**src/rtl/i2cm_pkg.sv**
```systemverilog
// ----------------------------------------------------------------------------
// i2cm_pkg
// Shared types and constants of the I2C register access master: beat
// structs of both channels, the queue entry, command classes and bus phases.
// ----------------------------------------------------------------------------
package i2cm_pkg;

  // Configuration register indexes
  localparam logic [1:0] CFG_DEVICE_ADDRESS    = 2'd0;
  localparam logic [1:0] CFG_PHASE_TICKS       = 2'd1;
  localparam logic [1:0] CFG_ACK_TIMEOUT_TICKS = 2'd2;

  localparam int unsigned CfgIdxW  = 2;
  localparam int unsigned CfgDataW = 16;

  // Reset values of the configuration registers
  localparam logic [6:0]  DEV_ADDR_RST    = 7'd0;
  localparam logic [15:0] PHASE_TICKS_RST = 16'd6;
  localparam logic [15:0] ACK_TMO_RST     = 16'd1000;
  localparam logic [15:0] PHASE_TICKS_MIN = 16'd2;

  // Opcode field values
  localparam logic OP_WRITE = 1'b0;
  localparam logic OP_READ  = 1'b1;

  // Input beat
  typedef struct packed {
    logic       command_valid;
    logic       opcode;
    logic [7:0] register_index;
    logic [7:0] write_value;
    logic       sda_sample;
  } i2cm_in_t;

  // Result beat
  typedef struct packed {
    logic       scl_level;
    logic       sda_level;
    logic       sda_drive;
    logic       busy_res;
    logic       done_res;
    logic [7:0] read_value;
    logic       status;
  } i2cm_out_t;

  // Class of one tick as seen by the front end
  typedef enum logic [1:0] {
    KIND_TICK = 2'd0,
    KIND_WR   = 2'd1,
    KIND_RD   = 2'd2
  } i2cm_kind_e;

  // Queue entry between front end and engine
  typedef struct packed {
    i2cm_kind_e kind;
    logic [7:0] reg_idx;
    logic [7:0] wr_val;
    logic       sda;
  } i2cm_entry_t;

  // Bus sequence phases, one-hot
  typedef enum logic [21:0] {
    PH_IDLE  = 22'd1 << 0,
    PH_ST1   = 22'd1 << 1,
    PH_ST2   = 22'd1 << 2,
    PH_ST3   = 22'd1 << 3,
    PH_WPRE  = 22'd1 << 4,
    PH_WLO   = 22'd1 << 5,
    PH_WHI   = 22'd1 << 6,
    PH_ALO   = 22'd1 << 7,
    PH_AHI   = 22'd1 << 8,
    PH_AWAIT = 22'd1 << 9,
    PH_APOST = 22'd1 << 10,
    PH_RPRE  = 22'd1 << 11,
    PH_RLO   = 22'd1 << 12,
    PH_RH1   = 22'd1 << 13,
    PH_RH2   = 22'd1 << 14,
    PH_NLO   = 22'd1 << 15,
    PH_NHI   = 22'd1 << 16,
    PH_NL2   = 22'd1 << 17,
    PH_NL3   = 22'd1 << 18,
    PH_SP1   = 22'd1 << 19,
    PH_SP2   = 22'd1 << 20,
    PH_SP3   = 22'd1 << 21
  } i2cm_phase_e;

endpackage

```
**src/rtl/i2cm_front.sv**
```systemverilog
// ----------------------------------------------------------------------------
// i2cm_front
// Front end: takes input beats and classifies each tick as a plain tick,
// a register write command or a register read command.
// ----------------------------------------------------------------------------
module i2cm_front (
  input  i2cm_pkg::i2cm_in_t    in_data_i,
  input  logic                  in_valid_i,
  output logic                  in_ready_o,
  output i2cm_pkg::i2cm_entry_t entry_o,
  output logic                  entry_valid_o,
  input  logic                  entry_ready_i
);
  import i2cm_pkg::*;

  i2cm_kind_e kind;

  // Classify the tick
  always_comb begin
    if (!in_data_i.command_valid) begin
      kind = KIND_TICK;
    end else if (in_data_i.opcode == OP_READ) begin
      kind = KIND_RD;
    end else begin
      kind = KIND_WR;
    end
  end

  // Pack the queue entry
  assign entry_o.kind    = kind;
  assign entry_o.reg_idx = in_data_i.register_index;
  assign entry_o.wr_val  = in_data_i.write_value;
  assign entry_o.sda     = in_data_i.sda_sample;

  assign entry_valid_o = in_valid_i;
  assign in_ready_o    = entry_ready_i;

endmodule

```
**src/rtl/i2cm_fifo.sv**
```systemverilog
// ----------------------------------------------------------------------------
// i2cm_fifo
// Two-entry queue of classified ticks between the front end and the engine.
// ----------------------------------------------------------------------------
module i2cm_fifo (
  input  logic                  clk_i,
  input  logic                  rst_ni,
  input  i2cm_pkg::i2cm_entry_t wr_data_i,
  input  logic                  wr_valid_i,
  output logic                  wr_ready_o,
  output i2cm_pkg::i2cm_entry_t rd_data_o,
  output logic                  rd_valid_o,
  input  logic                  rd_ready_i
);
  import i2cm_pkg::*;

  i2cm_entry_t mem_q [2];
  logic        wr_ptr_q, wr_ptr_d;
  logic        rd_ptr_q, rd_ptr_d;
  logic [1:0]  count_q, count_d;
  logic        push, pop;

  assign wr_ready_o = (count_q != 2'd2);
  assign rd_valid_o = (count_q != 2'd0);
  assign rd_data_o  = mem_q[rd_ptr_q];
  assign push       = wr_valid_i && wr_ready_o;
  assign pop        = rd_valid_o && rd_ready_i;

  // Advance pointers and fill count
  always_comb begin
    wr_ptr_d = push ? ~wr_ptr_q : wr_ptr_q;
    rd_ptr_d = pop ? ~rd_ptr_q : rd_ptr_q;
    count_d  = count_q;
    if (push && !pop) begin
      count_d = count_q + 2'd1;
    end else if (pop && !push) begin
      count_d = count_q - 2'd1;
    end
  end

  always_ff @(posedge clk_i or negedge rst_ni) begin
    if (!rst_ni) begin
      wr_ptr_q <= 1'b0;
      rd_ptr_q <= 1'b0;
      count_q  <= 2'd0;
    end else begin
      wr_ptr_q <= wr_ptr_d;
      rd_ptr_q <= rd_ptr_d;
      count_q  <= count_d;
    end
  end

  // Store the entry
  always_ff @(posedge clk_i) begin
    if (push) begin
      mem_q[wr_ptr_q] <= wr_data_i;
    end
  end

endmodule

```
**src/rtl/i2cm_engine.sv**
```systemverilog
// ----------------------------------------------------------------------------
// i2cm_engine
// Back end: steps the bus sequencer once per queued tick, holds the
// configuration registers and registers the result beat.
// ----------------------------------------------------------------------------
module i2cm_engine (
  input  logic                             clk_i,
  input  logic                             rst_ni,
  input  logic                             cfg_we_i,
  input  logic [i2cm_pkg::CfgIdxW-1:0]     cfg_index_i,
  input  logic [i2cm_pkg::CfgDataW-1:0]    cfg_wdata_i,
  input  i2cm_pkg::i2cm_entry_t            entry_i,
  input  logic                             entry_valid_i,
  output logic                             entry_ready_o,
  output i2cm_pkg::i2cm_out_t              out_data_o,
  output logic                             out_valid_o,
  input  logic                             out_ready_i
);
  import i2cm_pkg::*;

  // Configuration
  logic [6:0]  dev_addr_q;
  logic [15:0] phase_ticks_q;
  logic [15:0] ack_tmo_q;

  // Sequencer state
  i2cm_phase_e phase_q, phase_d;
  logic [2:0]  byte_stage_q, byte_stage_d;
  logic [2:0]  bit_cnt_q, bit_cnt_d;
  logic [15:0] delay_q, delay_d;
  logic [15:0] ackw_q, ackw_d;
  logic [7:0]  shift_q, shift_d;
  logic        is_read_q, is_read_d;
  logic [7:0]  reg_idx_q, reg_idx_d;
  logic [7:0]  wr_val_q, wr_val_d;
  logic [7:0]  read_q, read_d;
  logic        err_q, err_d;
  logic        sda_last_q, sda_last_d;

  // Result register
  logic        out_valid_q;
  i2cm_out_t   out_q, out_d;

  // Step helpers
  logic [15:0] dur_full, dur_half, dur;
  logic        scl, lvl, drv, done, bit_val;
  logic [2:0]  stage_inc;
  logic        step;

  assign step          = entry_valid_i && (!out_valid_q || out_ready_i);
  assign entry_ready_o = step;
  assign out_valid_o   = out_valid_q;
  assign out_data_o    = out_q;

  assign dur_full = (phase_ticks_q < PHASE_TICKS_MIN) ? PHASE_TICKS_MIN : phase_ticks_q;
  assign dur_half = dur_full >> 1;

  // Compute one tick of the bus sequence
  always_comb begin
    phase_d      = phase_q;
    byte_stage_d = byte_stage_q;
    bit_cnt_d    = bit_cnt_q;
    delay_d      = delay_q;
    ackw_d       = ackw_q;
    shift_d      = shift_q;
    is_read_d    = is_read_q;
    reg_idx_d    = reg_idx_q;
    wr_val_d     = wr_val_q;
    read_d       = read_q;
    err_d        = err_q;
    sda_last_d   = sda_last_q;
    scl          = 1'b1;
    drv          = 1'b1;
    lvl          = 1'b1;
    dur          = dur_full;
    done         = 1'b0;
    stage_inc    = byte_stage_q + 3'd1;
    bit_val      = shift_q[bit_cnt_q];

    // Latch a command when idle
    if (phase_q == PH_IDLE && entry_i.kind != KIND_TICK) begin
      is_read_d    = (entry_i.kind == KIND_RD);
      reg_idx_d    = entry_i.reg_idx;
      wr_val_d     = entry_i.wr_val;
      byte_stage_d = 3'd0;
      bit_cnt_d    = 3'd0;
      err_d        = 1'b0;
      delay_d      = 16'd0;
      phase_d      = PH_ST1;
    end
    stage_inc = byte_stage_d + 3'd1;

    // Drive the lines for the current phase
    case (phase_d)
      PH_ST2:   lvl = 1'b0;
      PH_ST3:   begin scl = 1'b0; lvl = 1'b0; end
      PH_WPRE:  begin scl = 1'b0; lvl = sda_last_q; end
      PH_WLO:   begin scl = 1'b0; lvl = bit_val; end
      PH_WHI:   lvl = bit_val;
      PH_ALO, PH_RPRE, PH_RLO: begin scl = 1'b0; drv = 1'b0; end
      PH_AHI, PH_APOST, PH_RH1, PH_RH2: begin drv = 1'b0; dur = dur_half; end
      PH_AWAIT: drv = 1'b0;
      PH_NLO, PH_NL2, PH_NL3: scl = 1'b0;
      PH_SP1:   begin scl = 1'b0; lvl = 1'b0; end
      PH_SP2:   lvl = 1'b0;
      default:  ;
    endcase
    if (!drv) begin
      lvl = 1'b0;
    end else begin
      sda_last_d = lvl;
    end

    // Wait for ACK or time out
    if (phase_d == PH_AWAIT) begin
      if (ackw_q >= ack_tmo_q) begin
        err_d   = 1'b1;
        delay_d = 16'd0;
        phase_d = PH_APOST;
      end else if (!entry_i.sda) begin
        delay_d = 16'd0;
        phase_d = PH_APOST;
      end else begin
        ackw_d = ackw_q + 16'd1;
      end
    end else if (phase_d != PH_IDLE) begin
      // Sample the read bit at the start of the second high half
      if (phase_d == PH_RH2 && delay_d == 16'd0) begin
        shift_d = {shift_q[6:0], entry_i.sda};
      end
      if ({1'b0, delay_d} + 17'd1 >= {1'b0, dur}) begin
        delay_d = 16'd0;
        // Advance to the next phase
        case (phase_d)
          PH_ST1:  phase_d = PH_ST2;
          PH_ST2:  phase_d = PH_ST3;
          PH_ST3: begin
            shift_d   = {dev_addr_q, (byte_stage_d >= 3'd2)};
            bit_cnt_d = 3'd7;
            phase_d   = PH_WPRE;
          end
          PH_WPRE: phase_d = PH_WLO;
          PH_WLO:  phase_d = PH_WHI;
          PH_WHI: begin
            if (bit_cnt_d == 3'd0) begin
              phase_d = PH_ALO;
            end else begin
              bit_cnt_d = bit_cnt_d - 3'd1;
              phase_d   = PH_WLO;
            end
          end
          PH_ALO:  phase_d = PH_AHI;
          PH_AHI: begin
            ackw_d  = 16'd0;
            phase_d = PH_AWAIT;
          end
          PH_APOST: begin
            if (err_d) begin
              phase_d = PH_SP1;
            end else begin
              byte_stage_d = stage_inc;
              if (stage_inc == 3'd1) begin
                shift_d   = reg_idx_d;
                bit_cnt_d = 3'd7;
                phase_d   = PH_WPRE;
              end else if (stage_inc == 3'd2) begin
                if (is_read_d) begin
                  phase_d = PH_ST1;
                end else begin
                  shift_d   = wr_val_d;
                  bit_cnt_d = 3'd7;
                  phase_d   = PH_WPRE;
                end
              end else if (stage_inc == 3'd3 && is_read_d) begin
                shift_d   = 8'd0;
                bit_cnt_d = 3'd7;
                phase_d   = PH_RPRE;
              end else begin
                phase_d = PH_SP1;
              end
            end
          end
          PH_RPRE: phase_d = PH_RLO;
          PH_RLO:  phase_d = PH_RH1;
          PH_RH1:  phase_d = PH_RH2;
          PH_RH2: begin
            if (bit_cnt_d == 3'd0) begin
              phase_d = PH_NLO;
            end else begin
              bit_cnt_d = bit_cnt_d - 3'd1;
              phase_d   = PH_RLO;
            end
          end
          PH_NLO:  phase_d = PH_NHI;
          PH_NHI:  phase_d = PH_NL2;
          PH_NL2:  phase_d = PH_NL3;
          PH_NL3: begin
            read_d  = shift_d;
            phase_d = PH_SP1;
          end
          PH_SP1:  phase_d = PH_SP2;
          PH_SP2:  phase_d = PH_SP3;
          default: begin
            phase_d = PH_IDLE;
            done    = 1'b1;
          end
        endcase
      end else begin
        delay_d = delay_d + 16'd1;
      end
    end

    // Assemble the result beat
    out_d.scl_level  = scl;
    out_d.sda_level  = lvl;
    out_d.sda_drive  = drv;
    out_d.busy_res   = (phase_q != PH_IDLE) || (entry_i.kind != KIND_TICK);
    out_d.done_res   = done;
    out_d.read_value = read_d;
    out_d.status     = done & err_d;
  end

  // Configuration writes
  always_ff @(posedge clk_i or negedge rst_ni) begin
    if (!rst_ni) begin
      dev_addr_q    <= DEV_ADDR_RST;
      phase_ticks_q <= PHASE_TICKS_RST;
      ack_tmo_q     <= ACK_TMO_RST;
    end else if (cfg_we_i) begin
      case (cfg_index_i)
        CFG_DEVICE_ADDRESS:    dev_addr_q    <= cfg_wdata_i[6:0];
        CFG_PHASE_TICKS:       phase_ticks_q <= cfg_wdata_i;
        CFG_ACK_TIMEOUT_TICKS: ack_tmo_q     <= cfg_wdata_i;
        default:               ;
      endcase
    end
  end

  // Sequencer state update, one step per consumed tick
  always_ff @(posedge clk_i or negedge rst_ni) begin
    if (!rst_ni) begin
      phase_q      <= PH_IDLE;
      byte_stage_q <= 3'd0;
      bit_cnt_q    <= 3'd0;
      delay_q      <= 16'd0;
      ackw_q       <= 16'd0;
      shift_q      <= 8'd0;
      is_read_q    <= 1'b0;
      reg_idx_q    <= 8'd0;
      wr_val_q     <= 8'd0;
      read_q       <= 8'd0;
      err_q        <= 1'b0;
      sda_last_q   <= 1'b1;
    end else if (step) begin
      phase_q      <= phase_d;
      byte_stage_q <= byte_stage_d;
      bit_cnt_q    <= bit_cnt_d;
      delay_q      <= delay_d;
      ackw_q       <= ackw_d;
      shift_q      <= shift_d;
      is_read_q    <= is_read_d;
      reg_idx_q    <= reg_idx_d;
      wr_val_q     <= wr_val_d;
      read_q       <= read_d;
      err_q        <= err_d;
      sda_last_q   <= sda_last_d;
    end
  end

  // Hold the result beat until taken
  always_ff @(posedge clk_i or negedge rst_ni) begin
    if (!rst_ni) begin
      out_valid_q <= 1'b0;
    end else if (step) begin
      out_valid_q <= 1'b1;
    end else if (out_ready_i) begin
      out_valid_q <= 1'b0;
    end
  end

  always_ff @(posedge clk_i) begin
    if (step) begin
      out_q <= out_d;
    end
  end

endmodule

```
**src/rtl/i2c_master_register_access.sv**
```systemverilog
// ----------------------------------------------------------------------------
// i2c_master_register_access
// Each tick beat passes the two-entry queue; the engine registers its result.
// Throughput: one tick beat per cycle while the sink takes results. The engine
// steps once per queued tick; the queue and result register decouple stalls.
// Reset: asynchronous, active low; configuration returns to its defaults,
// the sequencer goes idle with both bus lines high and the queue empties.
// ----------------------------------------------------------------------------
module i2c_master_register_access (
  input  logic                          clk_i,
  input  logic                          rst_ni,
  input  logic                          cfg_we_i,
  input  logic [i2cm_pkg::CfgIdxW-1:0]  cfg_index_i,
  input  logic [i2cm_pkg::CfgDataW-1:0] cfg_wdata_i,
  input  i2cm_pkg::i2cm_in_t            in_data_i,
  input  logic                          in_valid_i,
  output logic                          in_ready_o,
  output i2cm_pkg::i2cm_out_t           out_data_o,
  output logic                          out_valid_o,
  input  logic                          out_ready_i
);
  import i2cm_pkg::*;

  i2cm_entry_t front_entry, queue_entry;
  logic        front_valid, front_ready;
  logic        queue_valid, queue_ready;

  // Classify incoming ticks
  i2cm_front u_front (
    .in_data_i     (in_data_i),
    .in_valid_i    (in_valid_i),
    .in_ready_o    (in_ready_o),
    .entry_o       (front_entry),
    .entry_valid_o (front_valid),
    .entry_ready_i (front_ready)
  );

  // Buffer classified ticks
  i2cm_fifo u_fifo (
    .clk_i      (clk_i),
    .rst_ni     (rst_ni),
    .wr_data_i  (front_entry),
    .wr_valid_i (front_valid),
    .wr_ready_o (front_ready),
    .rd_data_o  (queue_entry),
    .rd_valid_o (queue_valid),
    .rd_ready_i (queue_ready)
  );

  // Run the bus sequence
  i2cm_engine u_engine (
    .clk_i         (clk_i),
    .rst_ni        (rst_ni),
    .cfg_we_i      (cfg_we_i),
    .cfg_index_i   (cfg_index_i),
    .cfg_wdata_i   (cfg_wdata_i),
    .entry_i       (queue_entry),
    .entry_valid_i (queue_valid),
    .entry_ready_o (queue_ready),
    .out_data_o    (out_data_o),
    .out_valid_o   (out_valid_o),
    .out_ready_i   (out_ready_i)
  );

endmodule

```
**config.mk**
```make
export PLATFORM = sky130hd
export DESIGN_NAME = i2c_master_register_access
export DESIGN_NICKNAME = d
export VERILOG_FILES = /design/src/rtl/i2cm_pkg.sv /design/src/rtl/i2cm_front.sv /design/src/rtl/i2cm_fifo.sv /design/src/rtl/i2cm_engine.sv /design/src/rtl/i2c_master_register_access.sv
export SDC_FILE = /design/constraint.sdc
export NUM_CORES = 1
export LEC_CHECK = 0
export BUFFER_PORTS_ARGS = -buffer_cell sky130_fd_sc_hd__buf_2
export CAP_MARGIN = 10
export CORE_ASPECT_RATIO = 0.6
export CORE_MARGIN = 1.5
export CORE_UTILIZATION = 56
export CTS_CLUSTER_SIZE = 25
export DETAILED_ROUTE_END_ITERATION = 10
export PLACE_DENSITY = 0.76
export SYNTH_ARGS = -nofsm -noshare
export SYNTH_HDL_FRONTEND = slang
export SYNTH_SLANG_ARGS = --single-unit
export TNS_END_PERCENT = 30
```
**constraint.sdc**
```tcl
create_clock -name clk_i -period 5.8 [get_ports clk_i]
set_input_delay 0.87 -clock clk_i [delete_from_list [all_inputs] [get_ports clk_i]]
set_output_delay 0.87 -clock clk_i [all_outputs]
set_load 0.005 [all_outputs]
```
Word level (Yosys, flattened, before mapping)
Memories as Yosys holds them, arrays and structs flattened.
Cells that the tools add are included.
{ "totals": {"ram_bits": 38, "regBits": 153, "in_bits": 42, "output_inout_bits": 16, "latchBits": 0, "memories": 1, "mem_bits_ro": 0, "wordCells": 192} }
{ "mem_list": {"columns": ["memory", "depth", "word_bits", "read_ports", "rd_clocked_by_memory_dff", "wr", "line_no", "text"], "rows": [
  ["u_fifo.mem_q", 2, 19, 1, 0, 1, "i2cm_fifo.sv:17", "i2cm_entry_t mem_q [2];"]
]} }
{ "op_classes": {"n_div": 0, "n_lt_le_gt_ge": 5, "n_addsub": 7, "n_mul": 0, "bitwise_logic": 5, "n_reduce_logical": 36, "mux": 80, "shift": 0, "eq_ne": 32} }
{ "op_table": {"columns": ["cell", "count"], "rows": [
  ["$pmux 22 s19", 1],
  ["$mux 16", 15],
  ["$mux 22", 9],
  ["$mux 8", 14],
  ["$mux 3", 16],
  ["$ne 22x1->1 const B", 2],
  ["$add 16x1->16 const B", 2],
  ["$eq 22x1->1 const B", 1],
  ["$eq 22x10->1 const B", 1],
  ["$eq 22x11->1 const B", 1],
  ["$eq 22x12->1 const B", 1],
  ["$eq 22x13->1 const B", 1],
  ["$eq 22x14->1 const B", 1],
  ["$eq 22x15->1 const B", 1],
  ["$eq 22x16->1 const B", 1],
  ["$eq 22x17->1 const B", 1],
  ["$eq 22x18->1 const B", 1],
  ["$eq 22x19->1 const B", 1],
  ["$eq 22x2->1 const B", 1],
  ["$eq 22x20->1 const B", 1],
  ["$eq 22x21->1 const B", 1],
  ["$eq 22x3->1 const B", 1],
  ["$eq 22x4->1 const B", 1],
  ["$eq 22x5->1 const B", 1],
  ["45 further kinds", 89]
]} }

Longest topological paths before layout
Gate-level depths: netlist (run 1).
An unclocked memory read counts as a cell.
{ "depth": {"word_depth": 15, "ltp_mapped": 27, "ltp_nobuf": 22} }

Hierarchy
From an unflattened synthesis (run 1), not the netlist that was laid out.
{ "hier_totals": {"cells_unflattened": 1069, "hier_area_um2": 11003.1} }
{ "by_module_without_submodules": {"columns": ["mod", "n_inst", "cells_each", "seq_area_each_um2", "area_per_inst_um2"], "rows": [
  ["i2cm_engine", 1, 971, 3811.2, 9255.1],
  ["i2cm_fifo", 1, 77, 1241.2, 1589.0],
  ["i2cm_front", 1, 21, 0.0, 158.9]
]} }

Least setup slack after synthesis (run 1)
OpenSTA, ideal clock, no wires.
{ "synth_path": {"path_type": "register to register", "startpoint": "register u_engine.phase_q[0]", "endpoint": "register u_engine.read_q[0]", "setup_slack_ns": 0.230, "synth_period_minus_slack_ns": 5.570, "setup_time_ns": 0.125, "n_path_buf": 4, "t_arrival_ns": 5.446, "path_stages_with_launch": 26, "required_ns": 5.675, "path_cell_list": "dfstp_2 nor4b_1 nand2_1 or3_1 clkbuf_1 clkbuf_1 and2_1 ha_1 and3_1 nand3_1 or2_0 clkbuf_1 inv_1 nand4_1 or3_1 a21oi_1 ha_1 nand4_1 or3_1 o31a_1 o41a_1 nand2_1 buf_2 nand2_2 mux2_2 mux2_2"} }
{ "synth_lines": {"columns": ["item", "line_no", "text"], "rows": [
  ["start, declared", "i2cm_engine.sv:27", "i2cm_phase_e phase_q, phase_d;"],
  ["start signal, assigned", "i2cm_engine.sv:255", "phase_q <= phase_d;"],
  ["end signal, assigned", "i2cm_engine.sv:264", "read_q <= read_d;"],
  ["end, declared", "i2cm_engine.sv:36", "logic [7:0] read_q, read_d;"]
]} }

==> results.json, run 1 <==
{
  "status": "complete, no violations",
  "seqPwrFrac_pct": 40.9,
  "path_class": "flop to flop",
  "crit_slowest_cell": "or4_1",
  "cp_data_required_time_ns": 6.13,
  "synth.top_cell.area_share_pct": 29.8,
  "post-route-drc-count": 0,
  "yosys_register_bits": 191,
  "cts_buffers": 17,
  "drv_slew": 0,
  "dp_hpwl_mm": 20.8,
  "num_vias": 8874,
  "ioPinCount": 58,
  "die_h_um": 111,
  "dieArea_um2": 20200,
  "r2r_end": "u_engine.read_q[0]",
  "final.fill_count": 1516,
  "grt.total_usage_pct": 29.1,
  "grt_pass1_vias": 8269,
  "max_slew_margin_pct": 30.7,
  "hold_viol_final": 0,
  "nNetsFinal": 1209,
  "drv_cap": 0,
  "critPathCapture": "u_engine.read_q[0]",
  "clock_skew_ns": 0.0148,
  "worst_hold_path_type": "input port to asynchronous set/reset pin",
  "synth_ff_type": "dfrtp_1",
  "clock_path_buffers": 2,
  "viasPerCell": 6.42,
  "r2r_cells": 17,
  "drt_iter0_markers": 1048,
  "n_antenna_cell": 0,
  "final.period_utilization_pct": 94.4,
  "avgSynthCellArea_um2": 10.3,
  "cts_tree": "built",
  "met1_usage_pct": 45.9,
  "place.gp.congestion": 0.972,
  "fin_ws_ns": 0.322,
  "synth_cell_types": 85,
  "clkPwrFrac_pct": 25.9,
  "yosysWarnings": 0,
  "root_buffer": "clkbuf_16",
  "use_met3_pct": 9.23,
  "worstSetupStartpointType": "flop",
  "path_depth": 17,
  "cp-startpoint": "u_engine.phase_q[12]",
  "area_growth_pct": 11.9,
  "fp-row-count": 39,
  "ant_nets": 0,
  "critPathCaptureType": "flop",
  "cts_num_sinks": 191,
  "start_util_pct": 57.1,
  "p_switching_mw": 1.72,
  "leakage_nw": 5.36,
  "grt_max_degree": 80,
  "path_buf_inv": 1,
  "cts_max_level": 4,
  "swShare_pct": 36.8,
  "cpLargestDelayFamily": "simple AND/OR/NAND/NOR gates",
  "drive_above_1_share_pct": 19.3,
  "p_comb_share_pct": 33.3,
  "r2r_slack_ns": 0.32,
  "setup_tns_ns": 0,
  "ir_drop_v": 0.000305,
  "worstReg2RegStart": "u_engine.phase_q[12]",
  "fmax_mhz": 183,
  "drt-pass1-iter-count": 7,
  "synth_edf_count": 52,
  "synthesis.nets": 1142,
  "final_util_pct": 64.0,
  "synth_largest_area_cell": "dfrtp_1",
  "clk_pin_slew_ns": 0.07,
  "fin_crit_ns": 5.48,
  "die_w_um": 183,
  "pwr_density_cell_nw_per_um2": 384,
  "synth_cells": 1057,
  "rsz0062_at_grt": "false",
  "clk_latency_ns": 0.45,
  "yosysSeqAreaShare_pct": 46.6,
  "critPathMaxStageDelay_ns": 0.60,
  "hold_buffers": 0,
  "p_int_mw": 2.95,
  "synth_area_um2": 10800,
  "io_buffer_count": 57,
  "grt_pass1_wl_mm": 45.4,
  "grt_busiest_layer": "met1",
  "grt_overflow": 0,
  "use_met2_pct": 38.1,
  "yosys-top-cells-area": "dfrtp_1 (30%), edfxtp_1 (14%), mux2_2 (5.5%)",
  "grt_antenna_before_repair": 0,
  "wirelength_mm": 28.4,
  "path_cells": "or4_1 -> or3_4 -> or2_1 -> o31ai_1 -> or2_4 -> inv_1 -> o21a_1 -> a21oi_1 -> ha_1 -> nor2b_1 -> o31ai_1 -> a221oi_1 -> o21ai_0 -> nand2_4 -> nand2_2 -> mux2_2 -> mux2_2",
  "final-setup-viol-count": 0,
  "crit_path_max_fanout": 17,
  "cp.arrival_ns": 5.81,
  "coreArea_um2": 19000,
  "async_flop_share_pct": 72.8,
  "wl_per_cell_um": 20.5,
  "pre_cts_slack_ns": 0.172,
  "tightest_slew_ns": 1.04
}
[how the worst min path moves through the flow]
stage / slack, ns / end / startpoint
after floorplan: 0.44 / u_engine.ackw_q[15] / u_engine.ackw_q[15]
after global placement: 0.46 / u_engine.reg_idx_q[5] / u_engine.reg_idx_q[5]
after detailed placement: 0.47 / u_engine.read_q[6] / u_engine.read_q[6]
after CTS: 0.49 / u_engine.ackw_q[15] / u_engine.ackw_q[15]
after global routing: 0.51 / u_engine.wr_val_q[2] / u_engine.wr_val_q[2]
final: 0.47 / u_engine.phase_q[16] / rst_ni
[through the flow]
| step | hold slack [ns] | instances | total power, mW | cell area, um2 |
|---|---|---|---|---|
| after CTS | 0.489 | 1383 | 4.65 | 12100 |
| after global placement | 0.462 | 1351 | 3.37 | 11500 |
| after floorplan | 0.444 | 1057 | 2.94 | 10800 |
| after global routing | 0.510 | 1383 | 4.91 | 12100 |
| final | 0.474 | 1383 | 4.67 | 12100 |
| after detailed placement | 0.470 | 1351 | 3.43 | 11500 |
[layout make-up]
class | instances | area [um2] | area share, %
Inverter | 53 | 199 | 1.64
Multi-Input combinational cell | 772 | 5440 | 44.8
Tap cell | 246 | 308 | 2.53
Timing Repair Buffer | 89 | 532 | 4.38
Sequential cell | 191 | 5050 | 41.6
Clock inverter | 15 | 183 | 1.50
Clock buffer | 17 | 425 | 3.50
[repair_timing]
item | 4_1_cts | 5_1_grt
resized for setup | 0 | 7
setup endpoints to repair | 0 | 43
buffers inserted | 0 | 0
[registers in the layout (all words and copies together), names as in the netlist, 2 cells and up]
| register | flops |
|---|---|
| u_engine.ack_tmo_q | 16 |
| u_engine.dev_addr_q | 7 |
| u_engine.delay_q | 16 |
| u_engine.ackw_q | 16 |
| u_engine.read_q | 8 |
| u_engine.reg_idx_q | 8 |
| u_fifo.mem_q | 38 |
| u_engine.wr_val_q | 8 |
| u_engine.byte_stage_q | 3 |
| u_engine.shift_q | 8 |
| u_engine.phase_q | 22 |
| u_engine.bit_cnt_q | 3 |
| u_engine.phase_ticks_q | 16 |
| u_engine.out_data_o | 14 |
| u_fifo.count_q | 2 |
[power by group through the flow]
stage	clock network, mW	registers, mW	logic [mW]
after floorplan	0	1.84	1.10
final	1.21	1.91	1.55
after global routing	1.27	1.94	1.70
after detailed placement	0	1.92	1.51
after global placement	0	1.91	1.46
after CTS	1.22	1.90	1.53
[synthesized netlist by cell type, types with 26 or more instances]
cell type	instances
clkbuf_1	27
nor2_1	52
mux2i_1	38
nand2_1	118
ha_1	43
inv_1	52
nand3_1	26
o21ai_0	75
mux2_2	53
a21oi_1	32
dfrtp_1	129
edfxtp_1	52
[routing by layer]
layer,wire length [um],vias to the layer above
li1,-,4067
met1,13800,4361
met2,11400,417
met3,2900,29
met4,306,0
met5,0,-
[cells in the final DEF, fill, tap and decap left out, types with 9 or more instances in the layout]
master and instances:
a21o_1 10, a21oi_1 32, a22o_1 18, a31oi_1 15, and3_1 19, buf_2 56, buf_4 32, clkbuf_16 17
dfrtp_1 129, dfstp_2 10, edfxtp_1 52, ha_1 43, inv_1 52, mux2_2 53, mux2i_1 38, nand2_1 117
nand2b_1 13, nand3_1 26, nand4_1 21, nor2_1 51, nor3_1 20, nor4_1 14, o211ai_1 18, o21ai_0 75
o21ai_1 14, o22a_1 10, o2bb2ai_1 9, o31ai_1 9, xnor2_1 12
[cell families (layout without fill, tap and decap cells)]
kind of cell | Yosys count | count (layout) | share of synthesized area [%]
xor gates and xnor gates | 19 | 19 | 1.53
and+or+nand+nor | 360 | 360 | 18.0
AOI/OAI and AO/OA | 257 | 257 | 15.9
buffers and inverters | 94 | 174 | 3.64
muxes | 93 | 93 | 9.42
DFF | 191 | 191 | 46.6
adders and majority gates | 43 | 43 | 4.96
[worst reg2reg max path, stage by stage, from the launching register on]
cell	delay [ns]
dfrtp_1	0.44
or4_1	0.60
or3_4	0.43
or2_1	0.24
o31ai_1	0.53
or2_4	0.41
inv_1	0.14
o21a_1	0.12
a21oi_1	0.14
ha_1	0.26
nor2b_1	0.13
o31ai_1	0.23
a221oi_1	0.16
o21ai_0	0.45
nand2_4	0.20
nand2_2	0.24
mux2_2	0.38
mux2_2	0.27
Power figures use the tool's default switching activity.
==> run 2: changes to the inputs <==
- ABC_AREA: unset -> 1
==> results.json, run 2 <==
{
  "clock_skew_ns": 0.0139,
  "synth_compound_area_share_pct": 11.6,
  "worstSetupStartpointType": "flop",
  "path_class": "flop to flop",
  "synth_cells": 1575,
  "largest_reg_flops": 38,
  "crit_top_cell": "nand2_1",
  "grt_pass1_vias": 9760,
  "fp-row-count": 40,
  "synth.top_cell.area_share_pct": 27.3,
  "viasPerCell": 5.62,
  "worst_hold_path_type": "input port to asynchronous set/reset pin",
  "ioPinCount": 58,
  "synth_ff_type": "dfrtp_1",
  "synth_largest_area_cell": "dfrtp_1",
  "drive_above_1_share_pct": 11.5,
  "synthAdderAreaFrac_pct": 4.56,
  "root_buffer": "clkbuf_16",
  "final.period_utilization_pct": 88.3,
  "post-route-drc-count": 0,
  "fmax_mhz": 195,
  "max_slew_margin_pct": 33.6,
  "pwr_density_cell_nw_per_um2": 426,
  "drt_iter0_markers": 1272,
  "crit_slowest_cell": "nor2_2",
  "cp_data_required_time_ns": 6.18,
  "multi_input_area_um2": 5670,
  "seqPwrFrac_pct": 36.4,
  "clkPwrFrac_pct": 22.7,
  "mostFrequentLayoutCell": "nand2_1",
  "final.fill_count": 1818,
  "cts_num_sinks": 191,
  "io_buffer_count": 57,
  "yosys_register_bits": 191,
  "avgSynthCellArea_um2": 7.50,
  "layout_common_cells": "nand2_1 (443), inv_1 (211), o21ai_0 (131)",
  "coreArea_um2": 20300,
  "grt_pass1_wl_mm": 52.1,
  "yosys-top-cells-area": "dfrtp_1 (27%), nand2_1 (14%), edfxtp_1 (13%)",
  "use_met2_pct": 40.5,
  "met1_usage_pct": 50.3,
  "fin_crit_ns": 5.12,
  "cts_buffers": 17,
  "n_antenna_cell": 0,
  "synth_xor_area_share_pct": 2.15,
  "final-setup-viol-count": 0,
  "register_area_um2": 5050,
  "synth_top_family_by_area": "simple AND/OR/NAND/NOR gates",
  "crit_path_max_fanout": 22,
  "cp-startpoint": "u_fifo.rd_ptr_q",
  "ant_nets": 0,
  "drv_cap": 0,
  "r2r_end": "u_engine.delay_q[8]",
  "drv_slew": 0,
  "tightest_slew_ns": 0.994,
  "ys_top_cells_by_count": "nand2_1 (443), inv_1 (211), o21ai_0 (131)",
  "synthesis.nets": 1660,
  "leakage_nw": 6.36,
  "synth_cell_types": 50,
  "clk_latency_ns": 0.44,
  "cts_tree": "built",
  "cp.arrival_ns": 5.51,
  "setup_tns_ns": 0,
  "cts_resized": 0,
  "critPathMaxStageDelay_ns": 0.67,
  "place.gp.congestion": 1.00,
  "wl_per_cell_um": 16.9,
  "yosysSeqAreaShare_pct": 42.8,
  "die_w_um": 190,
  "clk_pin_slew_ns": 0.07,
  "synth_edf_count": 52,
  "critPathCaptureType": "flop",
  "die_h_um": 115,
  "hold_viol_final": 0,
  "synth_area_um2": 11800,
  "grt.total_usage_pct": 30.5,
  "critPathCapture": "u_engine.delay_q[8]",
  "cts_max_level": 4,
  "drt-pass1-iter-count": 5,
  "num_vias": 10700,
  "ir_drop_v": 0.000384,
  "grt_antenna_before_repair": 0,
  "hold_buffers": 0,
  "p_int_mw": 3.14,
  "synth_mux_area_share_pct": 0.0847,
  "reg_top3": "u_fifo.mem_q (38), u_engine.phase_q (22)",
  "wirelength_mm": 32.1,
  "nNetsFinal": 1701,
  "clock_path_buffers": 2,
  "status": "complete, no violations",
  "use_met3_pct": 6.06,
  "cts_setup_buffers": 0,
  "swShare_pct": 43.1,
  "grt_overflow": 0,
  "yosysWarnings": 0,
  "async_flop_share_pct": 72.8,
  "final_util_pct": 63.6,
  "r2r_cells": 28,
  "grt_max_degree": 80,
  "rsz0062_at_grt": "false",
  "p_comb_share_pct": 40.8,
  "dp_hpwl_mm": 23.9,
  "yosysMostFrequentCell": "nand2_1",
  "regMostFlops": "u_fifo.mem_q",
  "r2r_slack_ns": 0.68,
  "area_growth_pct": 9.48,
  "worstReg2RegStart": "u_fifo.rd_ptr_q",
  "start_util_pct": 58.1,
  "yosys.area_share.simple_pct": 29.5,
  "dieArea_um2": 22000,
  "p_switching_mw": 2.37,
  "grt_busiest_layer": "met1"
}
run 2: cell types whose count changed in the layout (fill, tap and decap cells not counted), sizes merged, moves of 39 or more:
cell / change
a21oi: +39
inv: +173
mux2: -53
nand2: +340
nand3: +75
nor2: +88
o21ai: +68
run 2: through the flow:
| step | instance area, um2 | instances | hold slack [ns] | power (mW) | setup WS (ns) |
|---|---|---|---|---|---|
| after floorplan | 11800 | 1575 | 0.446 | 3.58 | 1.56 |
| after global placement | 12300 | 1870 | 0.462 | 4.16 | 1.03 |
| after detailed placement | 12300 | 1870 | 0.467 | 4.22 | 0.873 |
| after CTS | 12900 | 1902 | 0.484 | 5.47 | 0.836 |
| after global routing | 12900 | 1902 | 0.511 | 5.88 | 0.305 |
| final | 12900 | 1902 | 0.484 | 5.51 | 0.677 |
run 2: how the worst min path moves through the flow:
| stage | startpoint | depth (start not counted) | end |
|---|---|---|---|
| 2_1_floorplan | u_fifo.count_q[0] | 1 | u_fifo.count_q[0] |
| 3_3_place_gp | u_fifo.count_q[0] | 1 | u_fifo.count_q[0] |
| 3_5_place_dp | u_engine.read_q[2] | 2 | u_engine.read_q[2] |
| 4_1_cts | u_fifo.count_q[0] | 1 | u_fifo.count_q[0] |
| 5_1_grt | u_fifo.count_q[0] | 1 | u_fifo.count_q[0] |
| 6_report | rst_ni | 1 | u_fifo.count_q[1] |
run 2: worst max-delay path: cells and delay by family, from the launching register on:
| kind | cells | cell delay (ns) |
|---|---|---|
| and+or+nand+nor | 18 | 2.83 |
| adders and majority gates | 2 | 0.46 |
| DFF | 1 | 0.39 |
| xor gates and xnor gates | 1 | 0.22 |
| buffers and inverters | 4 | 0.72 |
| AOI/OAI and AO/OA | 3 | 0.43 |
run 2: kinds of logic (layout without fill, tap and decap cells):
kind of cell | Yosys count | in the layout
xor+xnor | 29 | 29
buf+inv | 274 | 328
flops | 191 | 191
mux | 1 | 1
compound gates | 255 | 255
fa+ha+maj | 43 | 43
simple gates | 782 | 782
run 2: power groups by stage:
stage,combinational [mW],clock [mW],sequential [mW]
floorplan,1.63,0,1.95
CTS,2.21,1.26,2.00
finish,2.25,1.25,2.01
detailed placement,2.20,0,2.02
global placement,2.15,0,2.01
global route,2.53,1.31,2.04
run 2: final cells by class:
class / instances / share of cell area [%]
Clock buffer: 23 / 3.94
Inverter: 226 / 6.56
Multi-Input combinational cell: 1110 / 43.9
Tap cell: 273 / 2.64
Clock inverter: 9 / 0.900
Sequential cell: 191 / 39.1
Timing Repair Buffer: 70 / 3.01
run 2: metal layers:
| metal | wire length, um | part of all wire [%] | vias up |
|---|---|---|---|
| met5 | 0 | 0 | - |
| li1 | - | - | 5175 |
| met2 | 12700 | 40 | 476 |
| met1 | 16300 | 51 | 5005 |
| met4 | 295 | 0.92 | 0 |
| met3 | 2860 | 8.9 | 26 |
==> run 3: changes to the inputs <==
- REMOVE_ABC_BUFFERS: unset -> 1
==> results.json, run 3 (same netlist as run 2, synthesis figures left out) <==
{
  "p_comb_share_pct": 40.9,
  "drv_slew": 0,
  "leakage_nw": 6.35,
  "path_class": "flop to flop",
  "cts_setup_buffers": 0,
  "cts_max_level": 4,
  "crit_slowest_cell": "dfrtp_1",
  "tightest_slew_ns": 0.988,
  "clock_path_buffers": 2,
  "die_w_um": 190,
  "grt_overflow": 0,
  "critPathMaxStageDelay_ns": 0.39,
  "start_util_pct": 58.1,
  "wirelength_mm": 31.3,
  "clk_pin_slew_ns": 0.07,
  "area_growth_pct": 9.27,
  "drv_cap": 0,
  "critPathCaptureType": "flop",
  "fp-row-count": 40,
  "worst_hold_path_type": "flop to flop",
  "cp_data_required_time_ns": 6.18,
  "whs_ns": 0.478,
  "rsz0062_at_grt": "false",
  "crit_path_max_fanout": 21,
  "n_antenna_cell": 0,
  "drt_iter0_markers": 1156,
  "post-route-drc-count": 0,
  "die_h_um": 115,
  "grt_antenna_before_repair": 0,
  "max_slew_margin_pct": 34.1,
  "hold_buffers": 0,
  "grt_pass1_vias": 9661,
  "layout_common_cells": "nand2_1 (443), inv_1 (211), o21ai_0 (131)",
  "cts_buffers": 17,
  "pwr_density_cell_nw_per_um2": 420,
  "reg_top3": "u_fifo.mem_q (38), u_engine.phase_q (22)",
  "wl_per_cell_um": 16.4,
  "regMostFlops": "u_fifo.mem_q",
  "cp.arrival_ns": 5.62,
  "ant_nets": 0,
  "p_int_mw": 3.08,
  "largest_reg_flops": 38,
  "cp-startpoint": "u_fifo.rd_ptr_q",
  "drt-pass1-iter-count": 6,
  "ir_drop_v": 0.000391,
  "final.period_utilization_pct": 90.4,
  "grt.total_usage_pct": 29.8,
  "setup_tns_ns": 0,
  "cts_resized": 0,
  "cts_num_sinks": 191,
  "p_switching_mw": 2.35,
  "cts_tree": "built",
  "crit_top_cell": "nand2_1",
  "coreArea_um2": 20300,
  "grt_pass1_wl_mm": 50.9,
  "grt_max_degree": 105,
  "dieArea_um2": 22000,
  "clkPwrFrac_pct": 22.3,
  "swShare_pct": 43.3,
  "clk_latency_ns": 0.45,
  "fmax_mhz": 191,
  "nNetsFinal": 1703,
  "ioPinCount": 58,
  "viasPerCell": 5.63,
  "p_total_mw": 5.43,
  "min_from": "u_fifo.count_q[0]",
  "worstReg2RegStart": "u_fifo.rd_ptr_q",
  "mostFrequentLayoutCell": "nand2_1",
  "status": "complete, no violations",
  "dp_hpwl_mm": 23.1,
  "seqPwrFrac_pct": 36.8,
  "num_vias": 10700,
  "final-setup-viol-count": 0,
  "final_util_pct": 63.5,
  "io_buffer_count": 57,
  "root_buffer": "clkbuf_16",
  "clock_skew_ns": 0.00876,
  "drive_above_1_share_pct": 11.6,
  "hold_viol_final": 0,
  "place.gp.congestion": 1.04,
  "fin_crit_ns": 5.24,
  "worstSetupStartpointType": "flop"
}
## run 3: worst paths after layout
kind	to	depth (start not counted)	slack [ns]
max	u_engine.ackw_q[14]	29	0.56
min	u_fifo.count_q[0]	1	0.48
max reg2reg	u_engine.ackw_q[14]	29	0.56
min reg2reg	u_fifo.count_q[0]	1	0.48
max in group asynchronous	u_engine.sda_last_q	2	4.12
min in group asynchronous	u_engine.read_q[6]	1	0.52
## run 3: critical path, delay by kind of cell, from the launching register on
| kind | cells | cell delay (ns) |
|---|---|---|
| buf+inv | 4 | 0.90 |
| xor+xnor | 1 | 0.25 |
| compound gates | 4 | 0.57 |
| simple gates | 18 | 2.51 |
| fa+ha+maj | 2 | 0.51 |
| flops | 1 | 0.39 |
## run 3: power by group through the flow
stage | sequential, mW | combinational (mW) | clock, mW
after floorplan | 1.97 | 1.55 | 0
after global placement | 2.00 | 2.12 | 0
after detailed placement | 2.01 | 2.17 | 0
after CTS | 1.99 | 2.19 | 1.22
after global routing | 2.04 | 2.51 | 1.28
final | 2.00 | 2.22 | 1.21
## run 3: area by class of cell
class | count | area, um2
tap | 273 | 342
multi-input combinational | 1110 | 5670
inverter | 226 | 848
clock buffer | 18 | 429
clock inverter | 14 | 156
sequential | 191 | 5050
fill | 1803 | 7410
timing repair buffer | 72 | 404
## run 3: routing by layer
| metal | global-route usage [%] | wire length (um) | vias up |
|---|---|---|---|
| li1 | - | - | 5195 |
| met1 | 48.3 | 15800 | 4992 |
| met2 | 39.5 | 12100 | 489 |
| met3 | 6.39 | 3000 | 41 |
| met4 | 7.24 | 386 | 0 |
| met5 | 0 | 0 | - |
## run 3: stage by stage
| step | setup slack, ns | instances | instance area [um2] |
|---|---|---|---|
| 5_1_grt | 0.143 | 1904 | 12900 |
| 3_5_place_dp | 0.723 | 1872 | 12300 |
| 3_3_place_gp | 0.989 | 1872 | 12300 |
| 6_report | 0.559 | 1904 | 12900 |
| 2_1_floorplan | -1.48 | 1527 | 11600 |
| 4_1_cts | 0.662 | 1904 | 12900 |
